`src/hdl/spisr_ram.sv`:
```
// Generic single-port RAM with registered read.
module spisr_ram #(
  parameter int unsigned Width = 8,
  parameter int unsigned Depth = 256
) (
  input  logic                     clk_i,
  input  logic                     re_i,
  input  logic                     we_i,
  input  logic [$clog2(Depth)-1:0] addr_i,
  input  logic [Width-1:0]         wdata_i,
  output logic [Width-1:0]         rdata_o
);

  logic [Width-1:0] mem_q [Depth];
  logic [Width-1:0] rdata_q;

  always_ff @(posedge clk_i) begin
    if (we_i) begin
      mem_q[addr_i] <= wdata_i;
    end
    if (re_i) begin
      rdata_q <= mem_q[addr_i];
    end
  end

  assign rdata_o = rdata_q;

endmodule

```
`config.mk`:
```
export PLATFORM = sky130hd
export DESIGN_NAME = spisr_ram
export DESIGN_NICKNAME = d
export VERILOG_FILES = /design/src/hdl/spisr_ram.sv
export SDC_FILE = /design/constraint.sdc
export NUM_CORES = 2
export LEC_CHECK = 0
export BUFFER_PORTS_ARGS = -buffer_cell sky130_fd_sc_hd__buf_2
export CAP_MARGIN = 20
export CORE_ASPECT_RATIO = 1.1
export CORE_UTILIZATION = 57
export DETAILED_ROUTE_END_ITERATION = 8
export GPL_TIMING_DRIVEN = 0
export PLACE_DENSITY = 0.76
export SYNTH_ARGS = -nofsm -noshare
export SYNTH_HDL_FRONTEND = slang
export SYNTH_SLANG_ARGS = --single-unit
```
`constraint.sdc`:
```
create_clock -name clk_i -period 2.2 [get_ports clk_i]
set_input_delay 0 -clock clk_i [delete_from_list [all_inputs] [get_ports clk_i]]
set_output_delay 0 -clock clk_i [all_outputs]
set_load 0.1 [all_outputs]
```
==> results.toml <==
[setup_path]
crit_slowest_cell = "mux4_2"
crit_family = "compound AO/OA/AOI/OAI gates"
reg2reg_depth = 5
cpPeakStageDelay_ps = 470
r2r-start = "mem_q[62][0]"
endpoint = "rdata_o[0]"
cp.arrival_ps = 3230
start_kind = "flop"
required_ps = 2640
path_buf_inv = 0
crit_fanout = 1
r2r_slack_ps = -590
cp_cell_sequence = "mux4_2 > a22oi_1 > a21oi_1 > o41ai_1 > nand4_1"
end_kind = "flop"
crit_cells = 5
path_class = "reg2reg"
r2r-end = "rdata_o[0]"
cp-startpoint = "mem_q[62][0]"

[synthesis]
postSynthCellCount = 3547
synthDistinctLibCells = 21
synth_nets = 3566
ys_seq_elements = 2056
synth-main-ff-cell = "edfxtp_1"
syn_avg_cell_area_um2 = 22.2
synth-edff-count = 2056
synthArstFlopShare_pct = 0
synth_seq_area_share_pct = 78.6
netlist_area_um2 = 78600
yosys_warnings = 0

[cts]
cts_tree = "yes"
cts_buffers = 191
path_clk_slew_ps = 60
cts.sinks = 2056
max-clock-path-buffers = 3
clk_latency_ps = 830
htree_levels = 4
cts_root_buf = "clkbuf_16"

[layout]
num-fill-cells = 8198
final_cell_mix = "edfxtp_1, mux4_2, a22oi_1"
nets = 3850
syn_to_final_growth_pct = 15.0
layout_commonest_cell = "edfxtp_1"
instances_no_fill = 5795
drive_above_1_share_pct = 32.8

[global_route]
grt_pass1_wl_um = 288000
grt_pass1_vias = 39733
grt_overflow = 0
grt_max_degree = 161
antenna_found_initial = 9
track_usage_pct = 29.8

[sta]
fin_crit_sh_pct = 127
max_freq_mhz = 358
relSlewSlack_pct = 18.2
rsz0062_at_grt = "true"
worst_slack_ps = -590
finalHoldViolations = 0
min_period_ps = 2790
holdWs_ps = 74.3
slew_viol_final = 0
finClkSkew_ps = 25.0
finalSetupViolCount = 455
tightestPinTransition_ps = 1230

[power]
internal_power_mw = 63.3
power_density_nw_per_um2 = 894
pwr-share-comb_pct = 5.3
peakVddDrop_v = 0.000900
swShare_pct = 21.6
p_sw_mw = 17.4
power_frac_seq_pct = 53.5
leakagePower_nw = 27.2
pwr-share-clk_pct = 41.2

[route]
vias_per_cell = 6.94
vias = 40232
drc_errors = 0
first_pass_iters = 8
drt-total-wl_um = 206000
postRouteAntennaNets = 0
first_iter_violations = 6515
wl_per_cell_um = 35.6

[placement]
io_buffer_count = 22
dp_hpwl_um = 128000
dp.cells = 5410
place_congestion = 0.988

[outcome]
violations = "setup timing"
status = "complete, but fails checks"

[floorplanning]
core_um2 = 136000
die_y_um = 391
rows = 142
io-pin-count = 27
die_w_um = 356
fp.dieArea_um2 = 139000
start_util_pct = 57.6

[worst_hold_path]
worstHoldPathCells = 4
hp-class = "in2reg"

[job]
cap_violations = 0
## layout make-up
class                   instances  area [um2]  area share [%]
multi-input cells            1258       17700            19.6
repair buffers                 91        1010            1.12
clock inverters               124        1260            1.40
diodes                          5        12.5          0.0139
well taps                    1800        2250            2.49
plain buffers                 232        1380            1.53
clock buffers                 228        4980            5.52
flip-flops and latches       2056       61700            68.4
inverters                       1        3.75         0.00416
## power by group through the flow
stage | Combinational, mW | Sequential, mW | Clock [mW]
after floorplan | 1.92 | 44.2 | 0
after global placement | 3.72 | 44.2 | 0
after detailed placement | 3.88 | 44.1 | 0
after CTS | 4.09 | 43.2 | 33.2
after global routing | 4.35 | 43.2 | 34.7
final | 4.26 | 43.2 | 33.3
## repair_timing
| action | CTS | global route |
|---|---|---|
| buffers inserted | 2 | 3 |
| endpoints found under the hold margin | 995 | 2 |
| setup endpoints to repair | 1903 | 951 |
| gates resized for setup | 477 | 112 |
| hold buffers | 11 | 1 |
| pin swaps | 22 | 19 |
## layer usage
metal | track usage (%) | routed length, um | vias up
met5 | 0 | 80 | -
met1 | 39.0 | 70200 | 20864
met3 | 7.57 | 24600 | 596
met4 | 16.9 | 12300 | 8
li1 | - | - | 15705
met2 | 46.1 | 98800 | 3059
## logic make-up (layout without fill, tap and decap cells)
logic type	count (synthesis)	in the layout	share of synthesized area (%)
buffers and inverters	233	676	1.40
multiplexers	512	512	14.7
other	0	5	0
AND/OR/NAND/NOR	330	330	1.73
AO/OA/AOI/OAI	416	416	3.62
flip-flops	2056	2056	78.6
## how the worst min path moves through the flow
| stage | startpoint | end | slack, ps |
|---|---|---|---|
| global route | we_i | mem_q[247][4] | 40 |
| finish | we_i | mem_q[247][4] | 70 |
| floorplan | wdata_i[0] | mem_q[0][0] | 100 |
| global placement | re_i | rdata_o[2] | 400 |
| detailed placement | re_i | rdata_o[2] | 410 |
| CTS | addr_i[6] | rdata_o[7] | 20 |
## registers in the layout, summed over array words and instances, names as in the netlist
name     flops
mem_q     2048
rdata_o      8
## through the flow
step | cell area (um2) | worst slack (ps) | setup TNS (ps) | util, % | power, mW
6_report | 90300 | -590 | -24740 | 66.2 | 80.7
5_1_grt | 90300 | -506 | -4730 | 66.2 | 82.2
4_1_cts | 89700 | -447 | -3850 | 65.7 | 80.6
3_5_place_dp | 81500 | -2730 | -3919520 | 59.7 | 47.9
3_3_place_gp | 80900 | -3290 | -8657930 | 59.3 | 47.9
2_1_floorplan | 78600 | -18.7 | -3480 | - | 46.1
## cell usage after synthesis, types with 6 or more instances
library cell  instances  area share, %
a21oi_1             128           0.82
a22oi_1             256            2.4
buf_1                19          0.091
buf_2                36           0.23
buf_4                16           0.15
buf_6                16           0.23
clkbuf_1            145           0.69
edfxtp_1           2056             79
mux4_2              512             15
nand2_1              28           0.13
nand2b_1              6          0.048
nand3_1              13          0.083
nand4_1               8          0.064
nor2_1              232            1.1
nor2b_1               7          0.056
nor3_1               30           0.19
o41ai_1              32           0.36
## worst register-to-register path, cell delays in order (launching register included)
cell and delay [ps]:
edfxtp_1 370, mux4_2 470, a22oi_1 460, a21oi_1 250
o41ai_1 470, nand4_1 390
(Power assumes the default switching activity.)
