**config.mk**
```make
export PLATFORM = sky130hd
export DESIGN_NAME = spisr_ctrl
export DESIGN_NICKNAME = d
export VERILOG_FILES = /design/src/hdl/spisr_pkg.sv /design/src/hdl/spisr_ctrl.sv
export SDC_FILE = /design/constraint.sdc
export NUM_CORES = 1
export LEC_CHECK = 0
export BUFFER_PORTS_ARGS = -buffer_cell sky130_fd_sc_hd__buf_2
export CAP_MARGIN = 20
export CORE_MARGIN = 2
export CORE_UTILIZATION = 50
export CTS_CLUSTER_SIZE = 20
export DETAILED_ROUTE_END_ITERATION = 10
export PLACE_DENSITY_LB_ADDON = 0.15
export SLEW_MARGIN = 20
export SYNTH_ARGS = -nofsm -noshare
export SYNTH_HDL_FRONTEND = slang
export SYNTH_SLANG_ARGS = --single-unit
```
**constraint.sdc**
```tcl
create_clock -name clk_i -period 1.95 [get_ports clk_i]
set_clock_uncertainty 0.1 [all_clocks]
set_input_delay 0.195 -clock clk_i [delete_from_list [all_inputs] [get_ports clk_i]]
set_output_delay 0.195 -clock clk_i [all_outputs]
set_load 0.005 [all_outputs]
```
**src/hdl/spisr_pkg.sv**
```systemverilog
// Shared types, codes and sizes of the SPI serial SRAM slave.
package spisr_pkg;

  // Both sizes must be powers of two.
  localparam int unsigned MemDepth  = 65536;
  localparam int unsigned PageBytes = 32;
  localparam int unsigned MemAw     = $clog2(MemDepth);
  localparam int unsigned PageW     = $clog2(PageBytes);

  localparam logic [7:0] CmdRead   = 8'h03;
  localparam logic [7:0] CmdWrite  = 8'h02;
  localparam logic [7:0] CmdRdMode = 8'h05;
  localparam logic [7:0] CmdWrMode = 8'h01;
  localparam logic [7:0] IdleByte  = 8'hFF;

  typedef enum logic [6:0] {
    PhIdle   = 7'b0000001,
    PhAddr   = 7'b0000010,
    PhRead   = 7'b0000100,
    PhWrite  = 7'b0001000,
    PhRdMode = 7'b0010000,
    PhWrMode = 7'b0100000,
    PhDone   = 7'b1000000
  } phase_e;

  typedef enum logic [1:0] {
    AmByte = 2'd0,
    AmSeq  = 2'd1,
    AmPage = 2'd2
  } access_e;

  typedef enum logic [1:0] {
    StOk   = 2'd0,
    StCmd  = 2'd1,
    StMode = 2'd2,
    StDone = 2'd3
  } status_e;

  typedef struct packed {
    logic             re;
    logic             we;
    logic [MemAw-1:0] addr;
    logic [7:0]       wdata;
  } mem_req_t;

  typedef struct packed {
    status_e    status;
    logic       from_ram;
    logic [7:0] miso;
  } result_t;

endpackage

```
**src/hdl/spisr_ctrl.sv**
```systemverilog
// Command decoder and address sequencer: bus phase, mode and memory requests.
module spisr_ctrl (
  input  logic                clk_i,
  input  logic                rst_ni,
  input  logic                beat_i,
  input  logic                cs_rel_i,
  input  logic [7:0]          rx_i,
  output spisr_pkg::mem_req_t req_o,
  output spisr_pkg::result_t  res_o
);

  spisr_pkg::phase_e  phase_q, phase_d;
  spisr_pkg::access_e mode_q, mode_d;
  logic               is_wr_q, is_wr_d;
  logic               hi_done_q, hi_done_d;
  logic [15:0]        addr_q, addr_d;
  logic [spisr_pkg::PageW-1:0] word_q, word_d;

  logic [15:0] full_addr;
  logic [15:0] lin_idx;

  assign full_addr = {addr_q[15:8], rx_i};
  assign lin_idx   = (mode_q == spisr_pkg::AmPage) ?
                     {addr_q[15:spisr_pkg::PageW], word_q} : addr_q;

  always_comb begin
    phase_d   = phase_q;
    mode_d    = mode_q;
    is_wr_d   = is_wr_q;
    hi_done_d = hi_done_q;
    addr_d    = addr_q;
    word_d    = word_q;

    req_o.re    = 1'b0;
    req_o.we    = 1'b0;
    req_o.addr  = lin_idx[spisr_pkg::MemAw-1:0];
    req_o.wdata = rx_i;

    res_o.status   = spisr_pkg::StOk;
    res_o.from_ram = 1'b0;
    res_o.miso     = spisr_pkg::IdleByte;

    if (cs_rel_i) begin
      phase_d = spisr_pkg::PhIdle;
    end else begin
      case (phase_q)
        spisr_pkg::PhIdle: begin
          if (rx_i == spisr_pkg::CmdRead || rx_i == spisr_pkg::CmdWrite) begin
            is_wr_d   = (rx_i == spisr_pkg::CmdWrite);
            hi_done_d = 1'b0;
            phase_d   = spisr_pkg::PhAddr;
          end else if (rx_i == spisr_pkg::CmdRdMode) begin
            phase_d = spisr_pkg::PhRdMode;
          end else if (rx_i == spisr_pkg::CmdWrMode) begin
            phase_d = spisr_pkg::PhWrMode;
          end else begin
            res_o.status = spisr_pkg::StCmd;
            phase_d      = spisr_pkg::PhDone;
          end
        end
        spisr_pkg::PhRdMode: begin
          res_o.miso = {mode_q, 6'b000000};
          phase_d    = spisr_pkg::PhDone;
        end
        spisr_pkg::PhWrMode: begin
          if (rx_i[5:0] != 6'd0 || rx_i[7:6] == 2'b11) begin
            res_o.status = spisr_pkg::StMode;
          end else begin
            mode_d = spisr_pkg::access_e'(rx_i[7:6]);
          end
          phase_d = spisr_pkg::PhDone;
        end
        spisr_pkg::PhAddr: begin
          if (!hi_done_q) begin
            addr_d    = {rx_i, 8'h00};
            hi_done_d = 1'b1;
          end else begin
            addr_d = full_addr;
            if (mode_q == spisr_pkg::AmPage) begin
              word_d = full_addr[spisr_pkg::PageW-1:0];
            end
            phase_d = is_wr_q ? spisr_pkg::PhWrite : spisr_pkg::PhRead;
          end
        end
        spisr_pkg::PhRead, spisr_pkg::PhWrite: begin
          if (phase_q == spisr_pkg::PhRead) begin
            req_o.re       = 1'b1;
            res_o.from_ram = 1'b1;
          end else begin
            req_o.we = 1'b1;
          end
          case (mode_q)
            spisr_pkg::AmByte: phase_d = spisr_pkg::PhDone;
            spisr_pkg::AmPage: word_d  = word_q + 1'b1;
            default:           addr_d  = addr_q + 16'd1;
          endcase
        end
        default: begin
          res_o.status = spisr_pkg::StDone;
          phase_d      = spisr_pkg::PhDone;
        end
      endcase
    end

    if (!beat_i) begin
      req_o.re = 1'b0;
      req_o.we = 1'b0;
    end
  end

  always_ff @(posedge clk_i or negedge rst_ni) begin
    if (!rst_ni) begin
      phase_q   <= spisr_pkg::PhIdle;
      mode_q    <= spisr_pkg::AmSeq;
      is_wr_q   <= 1'b0;
      hi_done_q <= 1'b0;
      addr_q    <= 16'd0;
      word_q    <= '0;
    end else if (beat_i) begin
      phase_q   <= phase_d;
      mode_q    <= mode_d;
      is_wr_q   <= is_wr_d;
      hi_done_q <= hi_done_d;
      addr_q    <= addr_d;
      word_q    <= word_d;
    end
  end

endmodule

```
==> impl_metrics.env, run 1 <==
export IMPL_fillCellCount=379
export IMPL_avgRoutedWirePerCell_um=18.7
export IMPL_grt_pass1_vias=2270
export IMPL_start_util_pct=51.1
export IMPL_num_vias=2448
export IMPL_worstPathMaxFanout=7
export IMPL_critPathKind="register to primary output"
export IMPL_rsz0062_at_grt="true"
export IMPL_cp_endpoint="res_o[10]"
export IMPL_h_tree_depth=2
export IMPL_ys_warn_count=0
export IMPL_p_per_area_nw_per_um2=485
export IMPL_run_status="complete, but fails checks"
export IMPL_antenna_found_initial=0
export IMPL_crit_path_start="phase_q[3]$_DFFE_PN0P_"
export IMPL_violations="setup timing"
export IMPL_timing_rr_start="phase_q[3]$_DFFE_PN0P_"
export IMPL_finalSetupViolCount=28
export IMPL_hpwl_mm=4.69
export IMPL_synthFlopType="dfrtp_1"
export IMPL_crit_path_max_incr_delay_ns=0.46
export IMPL_synth_cell_types=56
export IMPL_drtAntennaViolNets=0
export IMPL_dp_cells=370
export IMPL_fin_nets=352
export IMPL_drt_total_wl_mm=7.34
export IMPL_grt_start_max_net_pins=33
export IMPL_synth_top_cells_by_count="30 x dfrtp_1, 27 x buf_4, 23 x a21oi_1"
export IMPL_gp_congestion=0.864
export IMPL_async_reset_ff_share_pct=100
export IMPL_grt_util_all_layers_pct=27.5
export IMPL_hold_path_class="input port to register"
export IMPL_fp_row_count=25
export IMPL_synth_nets=292
export IMPL_synth_top_area_share_pct=31.7
export IMPL_cap_violations=0
export IMPL_via_per_inst=6.23
export IMPL_hold_violations=0
export IMPL_synth_area_leaders="dfrtp_1 32%, buf_4 8.6%, a21oi_1 4.9%"
export IMPL_path_cells="xor2_2 -> and3_4 -> buf_4 -> a2111oi_2 -> buf_2"
export IMPL_crit_cells=5
export IMPL_cp_data_arrival_time_ns=1.84
export IMPL_clkLatencyLatePin_ns=0.31
export IMPL_drt_pass1_iter_count=5
export IMPL_fmax_mhz=468
export IMPL_grt_pass1_wl_mm=11.2
export IMPL_ioPinCount=49
export IMPL_die_w_um=72.8
export IMPL_fp_dieH_um=72.8
export IMPL_ff_latch_area_um2=807
export IMPL_coreArea_um2=4630
export IMPL_critPathBufInv=2
export IMPL_layout_min_cycle_time_ns=2.14
export IMPL_post_route_drc_count=0
export IMPL_numCtsBuffers=5
export IMPL_drt_iter0_markers=175
export IMPL_r2r_end="word_q[4]$_DFFE_PN0P_"
export IMPL_area_delta_synth_final_pct=31.9
export IMPL_rrSetupSlack_ns=-0.08
export IMPL_yosysMostFrequentCell="dfrtp_1"
export IMPL_clock_root_buffer="clkbuf_8"
export IMPL_tightestPinTransition_ns=0.748
export IMPL_die_area_um2=5300
export IMPL_grt_overflow=0
export IMPL_tritoncts="yes"
export IMPL_syn_area_per_cell_um2=8.51
export IMPL_synth_seq_area_share_pct=34.0
export IMPL_cts_clk_slew_worst_paths_ns=0.08
export IMPL_timing_final_ws_setup_ns=-0.185
export IMPL_slew_headroom_pct=50.1
export IMPL_io_buffers=48
export IMPL_finalMaxSlewViolations=0
export IMPL_cp_top_family="flip-flops"
export IMPL_rr_worst_depth=8
export IMPL_vdd_ir_drop_max_mv=0.386
export IMPL_cts_sinks=32
export IMPL_crit_required_ns=1.65
export IMPL_setup_tns_ns=-1.41
export IMPL_synth_edf_count=0
export IMPL_finalNonFillerCells=393
export IMPL_start_kind="register"
export IMPL_p_leak_nw=1.45
export IMPL_netlist_instances=278
export IMPL_crit_slowest_cell="dfrtp_2"
export IMPL_endpoint_kind="primary output"
export IMPL_multi_input_area_um2=1450
export IMPL_synth_area_um2=2370
export IMPL_synth_seq_cells=32
export IMPL_synth_top_area_cell="dfrtp_1"
export IMPL_dp_slack_ns=-0.00377
export IMPL_layout_drive_gt1_share_pct=42.8
export IMPL_antenna_cells=0
export IMPL_cts_buffer_depth=2
export IMPL_fin_crit_sh_pct=110
## sequential cells by signal, summed over array words and instances (netlist names)
| register | flops |
|---|---|
| hi_done_q | 1 |
| is_wr_q | 1 |
| phase_q | 7 |
| word_q | 5 |
| addr_q | 16 |
| mode_q | 2 |
## timing repair
action	CTS	global route
hold endpoints to repair	30	0
hold buffers	1	0
endpoints found under the setup margin	11	35
setup buffers	8	5
resized for setup	34	27
cloned	0	1
pin swaps	5	20
## kinds of logic after synthesis
group / share of synthesized area (%)
fa+ha+maj: 1.06
mux: 1.85
simple gates: 24.1
xor+xnor: 0.688
flops: 34.0
compound gates: 25.6
buf+inv: 12.8
## cell usage in the layout, fill, tap and decap left out, drive strengths merged, types with 4 or more instances in the layout
master   synthesis  routed
buf             32      90
dfrtp           30      30
a21oi           24      24
nand2           22      22
a31oi           17      18
nor2            18      18
o21ai           17      17
nand3           13      13
nor3             9       9
and3             9       9
inv              8       8
nand4            7       7
nor2b            6       6
clkbuf           7       6
nand2b           4       4
a2bb2oi          4       4
## report_power, final
group	total (mW)	internal, mW	leakage, nW	switching (mW)
clock network	0.655	0.379	0.0552	0.276
registers	0.681	0.672	0.428	0.00940
logic	0.177	0.0747	0.963	0.103
## area by class of cell
type,count,area share (%)
Multi-Input combinational cell,200,46.5
Sequential cell,32,25.9
Tap cell,54,2.17
Clock buffer,6,2.33
Timing Repair Buffer,91,21.1
Inverter,8,0.962
Clock inverter,2,1.12
## routing by layer
| metal | up-vias | part of all wire (%) | global-route usage (%) |
|---|---|---|---|
| met5 | - | 0 | 0 |
| met4 | 0 | 2.9 | 12.1 |
| met3 | 23 | 5.1 | 5.52 |
| met2 | 99 | 49 | 43.4 |
| met1 | 1189 | 43 | 36.4 |
| li1 | 1137 | - | - |
## stage by stage
stage          utilization [%]  total power [mW]  cell area [um2]  hold slack (ns)
2_1_floorplan                -             0.761             2370           -0.201
3_3_place_gp              56.8             0.834             2630            0.199
3_5_place_dp              56.8             0.835             2630            0.206
4_1_cts                   63.8              1.50             2950           0.0528
5_1_grt                   67.4              1.56             3120           0.0758
6_report                  67.4              1.51             3120           0.0562
## worst min-delay path by stage
stage,startpoint,end,slack (ns),cells past startpoint
3_3_place_gp,rst_ni,addr_q[5]$_DFFE_PN0P_,0.20,1
4_1_cts,beat_i,phase_q[4]$_DFFE_PN0P_,0.05,2
3_5_place_dp,rst_ni,addr_q[5]$_DFFE_PN0P_,0.21,1
6_report,beat_i,phase_q[4]$_DFFE_PN0P_,0.06,2
5_1_grt,beat_i,phase_q[4]$_DFFE_PN0P_,0.08,2
2_1_floorplan,rst_ni,addr_q[0]$_DFFE_PN0P_,-0.20,0
No activity file was read; power rests on OpenSTA's default activity.
==> inputs of run 2 (changes only) <==
==> constraint.sdc (replaced) <==
create_clock -name clk_i -period 1.95 [get_ports clk_i]
set_clock_uncertainty 0.1 [all_clocks]
set_input_delay 0.195 -clock clk_i [delete_from_list [all_inputs] [get_ports clk_i]]
set_output_delay 0.195 -clock clk_i [all_outputs]
set_load 0.05 [all_outputs]
==> impl_metrics.env, run 2 (synthesis gave the netlist of run 1 again) <==
export IMPL_run_status="complete, but fails checks"
export IMPL_violations="setup timing"
export IMPL_dp_cells=373
export IMPL_cap_violations=0
export IMPL_die_w_um=72.8
export IMPL_whs_path_depth=2
export IMPL_hold_violations=0
export IMPL_antenna_cells=0
export IMPL_worstPathMaxFanout=7
export IMPL_internal_power_mw=1.21
export IMPL_post_route_drc_count=0
export IMPL_rrSetupSlack_ns=-0.02
export IMPL_coreArea_um2=4630
export IMPL_gp_congestion=0.916
export IMPL_layout_drive_gt1_share_pct=42.5
export IMPL_layout_min_cycle_time_ns=2.18
export IMPL_r2r_end="hi_done_q$_DFFE_PN0P_"
export IMPL_drtAntennaViolNets=0
export IMPL_grt_util_all_layers_pct=26.5
export IMPL_crit_path_start="phase_q[0]$_DFFE_PN1P_"
export IMPL_hold_path_class="input port to register"
export IMPL_timing_final_ws_setup_ns=-0.230
export IMPL_die_area_um2=5300
export IMPL_p_total_mw=1.64
export IMPL_num_vias=2412
export IMPL_largest_register_ffs=16
export IMPL_critPathBufInv=3
export IMPL_hold_path_startpoint="beat_i"
export IMPL_grt_start_max_net_pins=37
export IMPL_area_delta_synth_final_pct=35.1
export IMPL_avgRoutedWirePerCell_um=17.8
export IMPL_cts_sinks=32
export IMPL_reg_top3="addr_q (16), phase_q (7), word_q (5)"
export IMPL_grt_overflow=0
export IMPL_finalNonFillerCells=400
export IMPL_p_leak_nw=1.49
export IMPL_start_util_pct=51.1
export IMPL_antenna_found_initial=0
export IMPL_finalMaxSlewViolations=0
export IMPL_seqPwrFrac_pct=41.6
export IMPL_endpoint_kind="primary output"
export IMPL_drt_total_wl_mm=7.12
export IMPL_numCtsBuffers=5
export IMPL_tritoncts="yes"
export IMPL_cts_buffer_depth=2
export IMPL_crit_path_max_incr_delay_ns=0.57
export IMPL_whs_endpoint="phase_q[4]$_DFFE_PN0P_"
export IMPL_crit_slowest_cell="dfstp_2"
export IMPL_largest_register="addr_q"
export IMPL_ioPinCount=49
export IMPL_drt_iter0_markers=205
export IMPL_grt_pass1_wl_mm=10.9
export IMPL_mostFrequentLayoutCells="45 x buf_4, 34 x buf_2, 25 x dfrtp_1"
export IMPL_finalSetupViolCount=12
export IMPL_vdd_ir_drop_max_mv=0.383
export IMPL_p_per_area_nw_per_um2=512
export IMPL_h_tree_depth=2
export IMPL_path_cells="nor3_4 -> buf_4 -> and3_4 -> buf_4 -> a2111oi_4 -> buf_6"
export IMPL_fp_row_count=25
export IMPL_timing_rr_start="phase_q[3]$_DFFE_PN0P_"
export IMPL_slew_headroom_pct=51.2
export IMPL_fp_dieH_um=72.8
export IMPL_fin_crit_sh_pct=112
export IMPL_fin_nets=359
export IMPL_hpwl_mm=4.68
export IMPL_cp_data_arrival_time_ns=1.88
export IMPL_combinationalPowerShare_pct=14.7
export IMPL_start_kind="register"
export IMPL_drt_pass1_iter_count=4
export IMPL_clkLatencyLatePin_ns=0.29
export IMPL_crit_required_ns=1.65
export IMPL_clock_root_buffer="clkbuf_8"
export IMPL_switching_share_pct=25.8
export IMPL_dp_slack_ns=-0.0367
export IMPL_critPathKind="register to primary output"
export IMPL_fmax_mhz=459
export IMPL_io_buffers=48
export IMPL_rr_worst_depth=6
export IMPL_rsz0062_at_grt="true"
export IMPL_cts_clk_slew_worst_paths_ns=0.07
export IMPL_netSwitchingPower_mw=0.421
export IMPL_cp_common_cell="buf_4"
export IMPL_final_common_cell="buf_4"
export IMPL_via_per_inst=6.03
export IMPL_clockPowerShare_pct=43.7
export IMPL_tightestPinTransition_ns=0.732
export IMPL_cp_top_family="flip-flops"
export IMPL_grt_pass1_vias=2269
[run 2: worst register-to-register path, delay by kind of cell (launching register included)]
kind / cells / cell delay [ns]
AND/OR/NAND/NOR: 3 / 0.89
buffers and inverters: 2 / 0.19
AO/OA/AOI/OAI: 1 / 0.23
flip-flops: 1 / 0.46
[run 2: metal layers]
layer | wire length [um] | track usage [%] | up-vias
met5 | 0 | 0 | -
met4 | 140 | 8.02 | 0
met3 | 391 | 3.87 | 15
met2 | 3580 | 44.9 | 88
met1 | 3010 | 35.0 | 1157
li1 | - | - | 1152
[run 2: final cells by class]
class | count | area, um2
Tap cell | 54 | 67.6
Timing Repair Buffer | 98 | 748
Sequential cell | 32 | 810
Clock buffer | 7 | 96.3
Inverter | 8 | 30.0
Multi-Input combinational cell | 200 | 1410
Clock inverter | 1 | 30.0
Fill cell | 341 | 1430
[run 2: repair_timing]
item / CTS / global route
gates resized for setup: 31 / 37
gates cloned: 0 / 1
setup endpoints to repair: 15 / 31
hold endpoints to repair: 30 / 0
setup buffers: 10 / 10
pin swaps: 9 / 10
hold buffers: 1 / 0
[run 2: worst max path at each step]
stage | end | slack, ns | cells past startpoint
finish | res_o[10] | -0.23 | 6
global route | res_o[10] | -0.30 | 5
CTS | res_o[10] | -0.21 | 5
detailed placement | res_o[10] | -0.04 | 5
global placement | res_o[10] | 0.01 | 5
floorplan | req_o[25] | -0.30 | 3
[run 2: power by group through the flow]
| stage | logic [mW] | clock network [mW] | registers (mW) |
|---|---|---|---|
| 2_1_floorplan | 0.123 | 0 | 0.693 |
| 3_3_place_gp | 0.201 | 0 | 0.693 |
| 6_report | 0.240 | 0.715 | 0.680 |
| 5_1_grt | 0.255 | 0.760 | 0.681 |
| 4_1_cts | 0.230 | 0.718 | 0.680 |
| 3_5_place_dp | 0.202 | 0 | 0.694 |
[run 2: per-stage QoR]
stage	cell area [um2]	hold WS [ns]	util, %	setup TNS (ns)
global placement	2690	0.201	58.1	0
finish	3200	0.115	69.0	-1.72
CTS	3010	0.0890	65.1	-1.75
floorplan	2400	-0.201	-	-1.20
detailed placement	2690	0.196	58.1	-0.0367
global route	3200	0.126	69.0	-2.74
